**src/design/assert_macros.svh**
```systemverilog
// ----------------------------------------------------------------------------
// assert_macros.svh
// Clocked assertion helpers used by the tile visibility RTL.
// ----------------------------------------------------------------------------
`ifndef ASSERT_MACROS_SVH
`define ASSERT_MACROS_SVH

// property checked on every rising clock edge, quiet while reset is high
`define TV_ASSERT(label, prop, msg) \
   label: assert property (@(posedge clock) disable iff (reset) prop) \
      else $error(msg);

// condition that must never be seen
`define TV_ASSERT_NEVER(label, cond, msg) \
   `TV_ASSERT(label, !(cond), msg)

`endif

```
**src/design/tvis_pkg.sv**
```systemverilog
// ----------------------------------------------------------------------------
// tvis_pkg
// Shared types and constants of the triangle tile visibility block.
// ----------------------------------------------------------------------------
`timescale 1ns / 1ps

package tvis_pkg;

   localparam int COORD_W     = 24;            // vertex field width
   localparam int OPW         = 26;            // cross product operand width
   localparam int RW          = 2 * OPW + 1;   // cross product result width
   localparam int STACK_DEPTH = 19;
   localparam int SP_W        = 5;

   typedef struct packed {
      logic [2:0] lvl;
      logic [5:0] y;
      logic [5:0] x;
   } quad_type;

   // request to the shared cross product unit: a*b - c*d
   typedef struct packed {
      logic                  start;
      logic signed [OPW-1:0] a;
      logic signed [OPW-1:0] b;
      logic signed [OPW-1:0] c;
      logic signed [OPW-1:0] d;
   } xp_req_type;

   typedef struct packed {
      logic                 done;
      logic signed [RW-1:0] result;
   } xp_rsp_type;

endpackage

```
**src/design/tvis_xprod.sv**
```systemverilog
// ----------------------------------------------------------------------------
// tvis_xprod
// Shared cross product unit: one multiplier, a*b then c*d, then a*b - c*d.
// ----------------------------------------------------------------------------
`timescale 1ns / 1ps

module tvis_xprod
   import tvis_pkg::*;
(
   input  logic       clock,
   input  logic       reset,
   input  xp_req_type xp_req,
   output xp_rsp_type xp_rsp
);

   typedef enum logic [1:0] {
      P_IDLE,
      P_MUL1,
      P_MUL2,
      P_SUB
   } phase_type;

   phase_type                 phase_ff;
   logic signed [OPW-1:0]     a_ff, b_ff, c_ff, d_ff;
   logic signed [2*OPW-1:0]   p_ff, q_ff;
   logic signed [RW-1:0]      res_ff;
   logic                      done_ff;
   logic signed [OPW-1:0]     mul_a, mul_b;
   logic signed [2*OPW-1:0]   mul_out;

   // single multiplier, operands picked by phase
   always_comb begin
      mul_a = (phase_ff == P_MUL2) ? c_ff : a_ff;
      mul_b = (phase_ff == P_MUL2) ? d_ff : b_ff;
      mul_out = mul_a * mul_b;
   end

   always_ff @(posedge clock) begin
      if (reset) begin
         phase_ff <= P_IDLE;
         done_ff  <= 1'b0;
      end else begin
         done_ff <= 1'b0;
         unique case (phase_ff)
            P_IDLE: begin
               if (xp_req.start) begin
                  a_ff     <= xp_req.a;
                  b_ff     <= xp_req.b;
                  c_ff     <= xp_req.c;
                  d_ff     <= xp_req.d;
                  phase_ff <= P_MUL1;
               end
            end
            P_MUL1: begin
               p_ff     <= mul_out;
               phase_ff <= P_MUL2;
            end
            P_MUL2: begin
               q_ff     <= mul_out;
               phase_ff <= P_SUB;
            end
            P_SUB: begin
               res_ff   <= RW'(p_ff) - RW'(q_ff);
               done_ff  <= 1'b1;
               phase_ff <= P_IDLE;
            end
            default: phase_ff <= P_IDLE;
         endcase
      end
   end

   assign xp_rsp.done   = done_ff;
   assign xp_rsp.result = res_ff;

endmodule

```
**config.mk**
```make
export PLATFORM = sky130hd
export DESIGN_NAME = tvis_xprod
export DESIGN_NICKNAME = d
export VERILOG_FILES = /design/src/design/assert_macros.svh /design/src/design/tvis_pkg.sv /design/src/design/tvis_xprod.sv
export SDC_FILE = /design/constraint.sdc
export NUM_CORES = 2
export LEC_CHECK = 0
export ABC_AREA = 1
export BUFFER_PORTS_ARGS = -buffer_cell sky130_fd_sc_hd__buf_2
export CORE_ASPECT_RATIO = 0.7
export CORE_MARGIN = 2
export CORE_UTILIZATION = 30
export DETAILED_ROUTE_END_ITERATION = 8
export HOLD_SLACK_MARGIN = 0.08
export PLACE_DENSITY_LB_ADDON = 0.08
export SLEW_MARGIN = 20
export SYNTH_ARGS = -nofsm -noshare
export SYNTH_HDL_FRONTEND = slang
export SYNTH_SLANG_ARGS = --single-unit
```
**constraint.sdc**
```tcl
create_clock -name clock -period 33.3 [get_ports clock]
set_clock_uncertainty 0.15 [all_clocks]
set_input_delay 6.66 -clock clock [delete_from_list [all_inputs] [get_ports clock]]
set_output_delay 6.66 -clock clock [all_outputs]
set_load 0.01 [all_outputs]
```
---- Yosys cells after proc, flatten, opt, wreduce, memory -nomap -nowiden ----
Cells that the tools add are included.
storage, ports and cells
  register bits ........................... 264
  latch bits .............................. 0
  memory bits (writable) .................. 0
  memory bits (read-only) ................. 0
  output and inout bits ................... 54
  word-level logic and storage cells ...... 26
  memories kept ........................... 0
cells by class
  add/subtract/negate cells ............... 1
  multipliers ............................. 1
  div/mod/pow operators ................... 0
  magnitude comparators ................... 0
  equal/unequal tests ..................... 4
  shifts and indexed selects .............. 0
  multiplexer cells ....................... 5
  bitwise operators ....................... 1
  reduce and logical (&&, ||, !) cells .... 5
operators by type and width
  kind                  number
  $sub A52 B52 Y53      1
  $mul A26 B26 Y52      1
  $mux W26              2
  $pmux W2 S4           1
  $reduce_and A2 Y1     3
  $eq A2 B2 Y1 const B  2
  $reduce_and A3 Y1     1
  $eq A2 B1 Y1 const B  1
  $logic_not A2 Y1      1
  $mux W2               1
  $ne A2 B2 Y1 const B  1
  $mux W1               1
  $not A1 Y1            1

---- Longest topological paths before layout ----
  depth after elaboration ................. 3
  depth in mapped cells ................... 37
  mapped depth without buffers ............ 35

---- Least setup slack after synthesis ----
OpenSTA, ideal clock, no wires.
  path type ............................... input to register
  start point ............................. input reset
  end point ............................... register a_ff[0], enable pin
  arrival ................................. 14236 ps
  data required time ...................... 32432 ps
  slack ................................... 18196 ps
  stages on the path ...................... 1
  path buffers ............................ 0
  cells stage by stage .................... nor3b_1
between the ends
  word-level cells in the longest chain between the ends .. 2
RTL lines
  element                             line              source
  start, declared                     tvis_xprod.sv:11  input logic reset,
  $not A1 Y1 (no source line)         -
  $reduce_and A3 Y1 (no source line)  -
  end signal, assigned                tvis_xprod.sv:47  a_ff <= xp_req.a;
  end, declared                       tvis_xprod.sv:24  logic signed [OPW-1:0] a_ff, b_ff, c_ff, d_ff;
No other way between the ends.
A chain may end at the register's enable or synchronous reset.

---- Final worst setup path ----
  start point ............................. register phase_ff[0]
  end point ............................... register p_ff[43] (data pin)
between the ends
  word-level cells in the longest chain between the ends .. 3
RTL lines
  element                             line                                source
  start, declared                     tvis_xprod.sv:23                    phase_type phase_ff;
  start signal, assigned              tvis_xprod.sv:40                    phase_ff <= P_IDLE;
  start signal, assigned              tvis_xprod.sv:51                    phase_ff <= P_MUL1;
  start signal, assigned              tvis_xprod.sv:56                    phase_ff <= P_MUL2;
  $eq A2 B2 Y1 (*)                    tvis_xprod.sv:33, tvis_xprod.sv:34
  $mux W26, on equally long branches  tvis_xprod.sv:33, tvis_xprod.sv:34
  $mul A26 B26 Y52 (*)                tvis_xprod.sv:35                    mul_out = mul_a * mul_b;
  via mul_out[43]                     tvis_xprod.sv:29                    logic signed [2*OPW-1:0] mul_out;
  end signal, assigned                tvis_xprod.sv:55                    p_ff <= mul_out;
  end, declared                       tvis_xprod.sv:25                    logic signed [2*OPW-1:0] p_ff, q_ff;
The timed path passes the listed nets; every way through them passes the cells marked *.

==> flow_summary.ini <==
[outcome]
status = finished, final reports clean

[worst_hold_path]
hold_path_class = flip-flop to flip-flop
holdPathEnd = phase_ff[1]
min_path_cells = 2
min_from = phase_ff[1]

[die]
core_mm2 = 0.129
fp.dieArea_mm2 = 0.133
placementRows = 110
start_util_pct = 30.3
io-pin-count = 161
fp.dieH_um = 306
die_w_um = 436

[placed_design]
portBuffers = 160
place_congestion = 0.914
dp_hpwl_mm = 116
dp_slack_ps = 23390

[clock_network]
cts_hold_buf = 0
cts_sinks = 264
cts_buffers = 29
cts.reportedPaths.clkPinSlew_ps = 60
cts_resized = 0
cts_max_path_buffers = 3
clock_latency_ps = 650
cts_root_buf = clkbuf_16
cts_setup_buffers = 0
cts_tree = yes
htreeDepth = 1

[worst_setup_path]
cp_data_required_time_ps = 33510
critPathSlowestCell = fa_1
path_cells = inv_1, ha_4, buf_4, nand2_1, o21ai_2, inv_2, nor2_1, fa_1, fa_1, inv_1, fa_1, inv_1, fa_1, fa_1, fa_1, fa_1, ha_1, nand2_1, nor2_1, nand2_1, nor3_1, nand4_1, nand4_1, nand2_1
slowest_delay_ps = 760
path_delay_family = adder cells
critPathKind = flip-flop to flip-flop
regToRegStartpoint = phase_ff[0]
path_common_cell = fa_1
crit_buf_inv = 5
reg2reg_depth = 24
worstSetupStartpoint = phase_ff[0]
cp-end-kind = flip-flop
cp-start-kind = flip-flop
regToRegSetupSlack_ps = 23280
cp_max_fo = 59
arrival_ps = 10230
r2r-end = p_ff[43]

[grt]
grt_max_degree = 64
antenna_found_initial = 8
grt_pass1_vias = 31400
grt.total_usage_pct = 21.1
grt-ovfl-total = 0
grt_pass1_wl_mm = 206

[sta]
grt_setup_unrepaired = no
final-setup-viol-count = 0
worst_slack_ps = 23280
worst_slew_pin_slew_ps = 1110
drv_slew = 0
setup_tns_ps = 0
slew_headroom_pct = 26.2
max_freq_ghz = 0.0998
period_share_pct = 30.1
hold_viol = 0
finalCriticalPeriod_ps = 10020

[synthesis]
synthesis.nets = 5647
synthCells = 4627
yosysSeqAreaShare_pct = 20.2
avgSynthCellArea_um2 = 8.45
ys_warn_count = 0
syn_area_mm2 = 0.0391
ys_ff_latch = 264
yosysUniqueCellTypes = 39

[cells_and_area]
nFillCells = 13800
nets = 5796
drive_gt1_share_pct = 8.05
area_delta_synth_final_pct = 9.77

[routing]
num_vias = 29500
wl_per_cell_um = 20.8
drc_errors = 0
ant_nets = 0
routed_wl_mm = 136
first_pass_iters = 5
drtIter0Drc = 2253
viasPerCell = 4.51

[flow_run]
maxCapViolations = 0
## worst max-delay path by stage
stage	end	slack, ps	cells past startpoint
floorplan	a_ff[0]	18200	1
global placement	p_ff[43]	23310	24
detailed placement	p_ff[43]	23390	24
CTS	p_ff[43]	23310	24
global route	p_ff[43]	22660	24
finish	p_ff[43]	23280	24
## tightest hold or removal path, cell delays in order (launching register included)
cell and delay [ps]:
dfxtp_1 350, inv_1 110, a211oi_1 90
## metrics by stage
step / area (um^2) / util (%) / hold slack (ps) / cells
after floorplan: 39100 / - / 348 / 4627
after global placement: 42100 / 32.6 / 433 / 6481
after detailed placement: 42100 / 32.6 / 428 / 6481
after CTS: 42900 / 33.3 / 437 / 6532
after global routing: 42900 / 33.3 / 482 / 6532
final: 42900 / 33.3 / 445 / 6533
## synth_stat cells
cell type / number / area share (%)
fa_1: 711 / 36
nor2_2: 16 / 0.26
o21a_1: 3 / 0.058
nand3_1: 95 / 1.2
ha_1: 202 / 6.5
nor3b_1: 1 / 0.019
o21bai_1: 12 / 0.23
inv_1: 1247 / 12
and3_1: 4 / 0.064
a211oi_1: 1 / 0.019
nand2_1: 1076 / 10
a21boi_0: 2 / 0.038
inv_2: 29 / 0.28
o21ai_0: 52 / 0.67
xnor2_1: 8 / 0.18
and2_1: 9 / 0.14
o21ai_4: 2 / 0.083
nand2b_1: 2 / 0.032
or2_2: 5 / 0.080
clkbuf_1: 17 / 0.16
buf_4: 23 / 0.44
a21oi_2: 2 / 0.045
nand2_2: 18 / 0.29
nand3_2: 2 / 0.051
nor2_1: 460 / 4.4
edfxtp_1: 261 / 20
nor2_4: 3 / 0.086
buf_2: 58 / 0.74
a221oi_1: 1 / 0.022
o21ai_1: 23 / 0.29
mux2i_2: 2 / 0.070
dfxtp_1: 3 / 0.15
nand4_1: 40 / 0.64
buf_6: 3 / 0.086
o21ai_2: 35 / 0.78
xor2_1: 58 / 1.3
a21oi_1: 117 / 1.5
nor3_2: 7 / 0.18
nor3_1: 17 / 0.22
## cells by family after synthesis
kind of cell | count (synthesis) | share of synthesized area, %
and+or+nand+nor | 1755 | 18.0
AOI/OAI and AO/OA | 250 | 3.74
xor gates and xnor gates | 66 | 1.48
buffers and inverters | 1377 | 13.7
DFF | 264 | 20.2
adders and majority gates | 913 | 42.8
muxes | 2 | 0.0704
## state kept, by name, summed over array words and instances (netlist names)
name,flops
a_ff,26
b_ff,26
c_ff,26
d_ff,26
done_ff,1
p_ff,52
phase_ff,2
q_ff,52
res_ff,53
## layer usage
| layer | up-vias | track usage [%] | wire, um |
|---|---|---|---|
| met3 | 71 | 5.84 | 12200 |
| met5 | - | 0 | 0 |
| met2 | 771 | 30.0 | 54100 |
| li1 | 13800 | - | - |
| met1 | 14800 | 32.2 | 67500 |
| met4 | 0 | 2.57 | 1810 |
## cell type report
cell class	instances	area (um^2)	share of cell area [%]
Multi-Input combinational cell	2986	26000	60.4
Sequential cell	264	7900	18.4
Inverter	1276	4790	11.2
Tap cell	1736	2170	5.06
Timing Repair Buffer	219	1240	2.90
Clock buffer	34	744	1.73
Clock inverter	17	140	0.326
Antenna cell	1	2.50	0.00583
## cells in the final DEF, fill, tap and decap left out, types with 40 or more instances in the layout
cell type  count
o21ai_0       48
a21oi_1      117
nand2_1     1076
buf_2        160
nand4_1       40
xor2_1        58
ha_1         201
nor2_1       457
buf_4         59
nand3_1       95
fa_1         711
o21ai_2       41
inv_1       1247
edfxtp_1     261
Power is left out: the tool's default activity adds up to more than one toggle a clock period on the data nets, which glitch-free logic cannot reach.
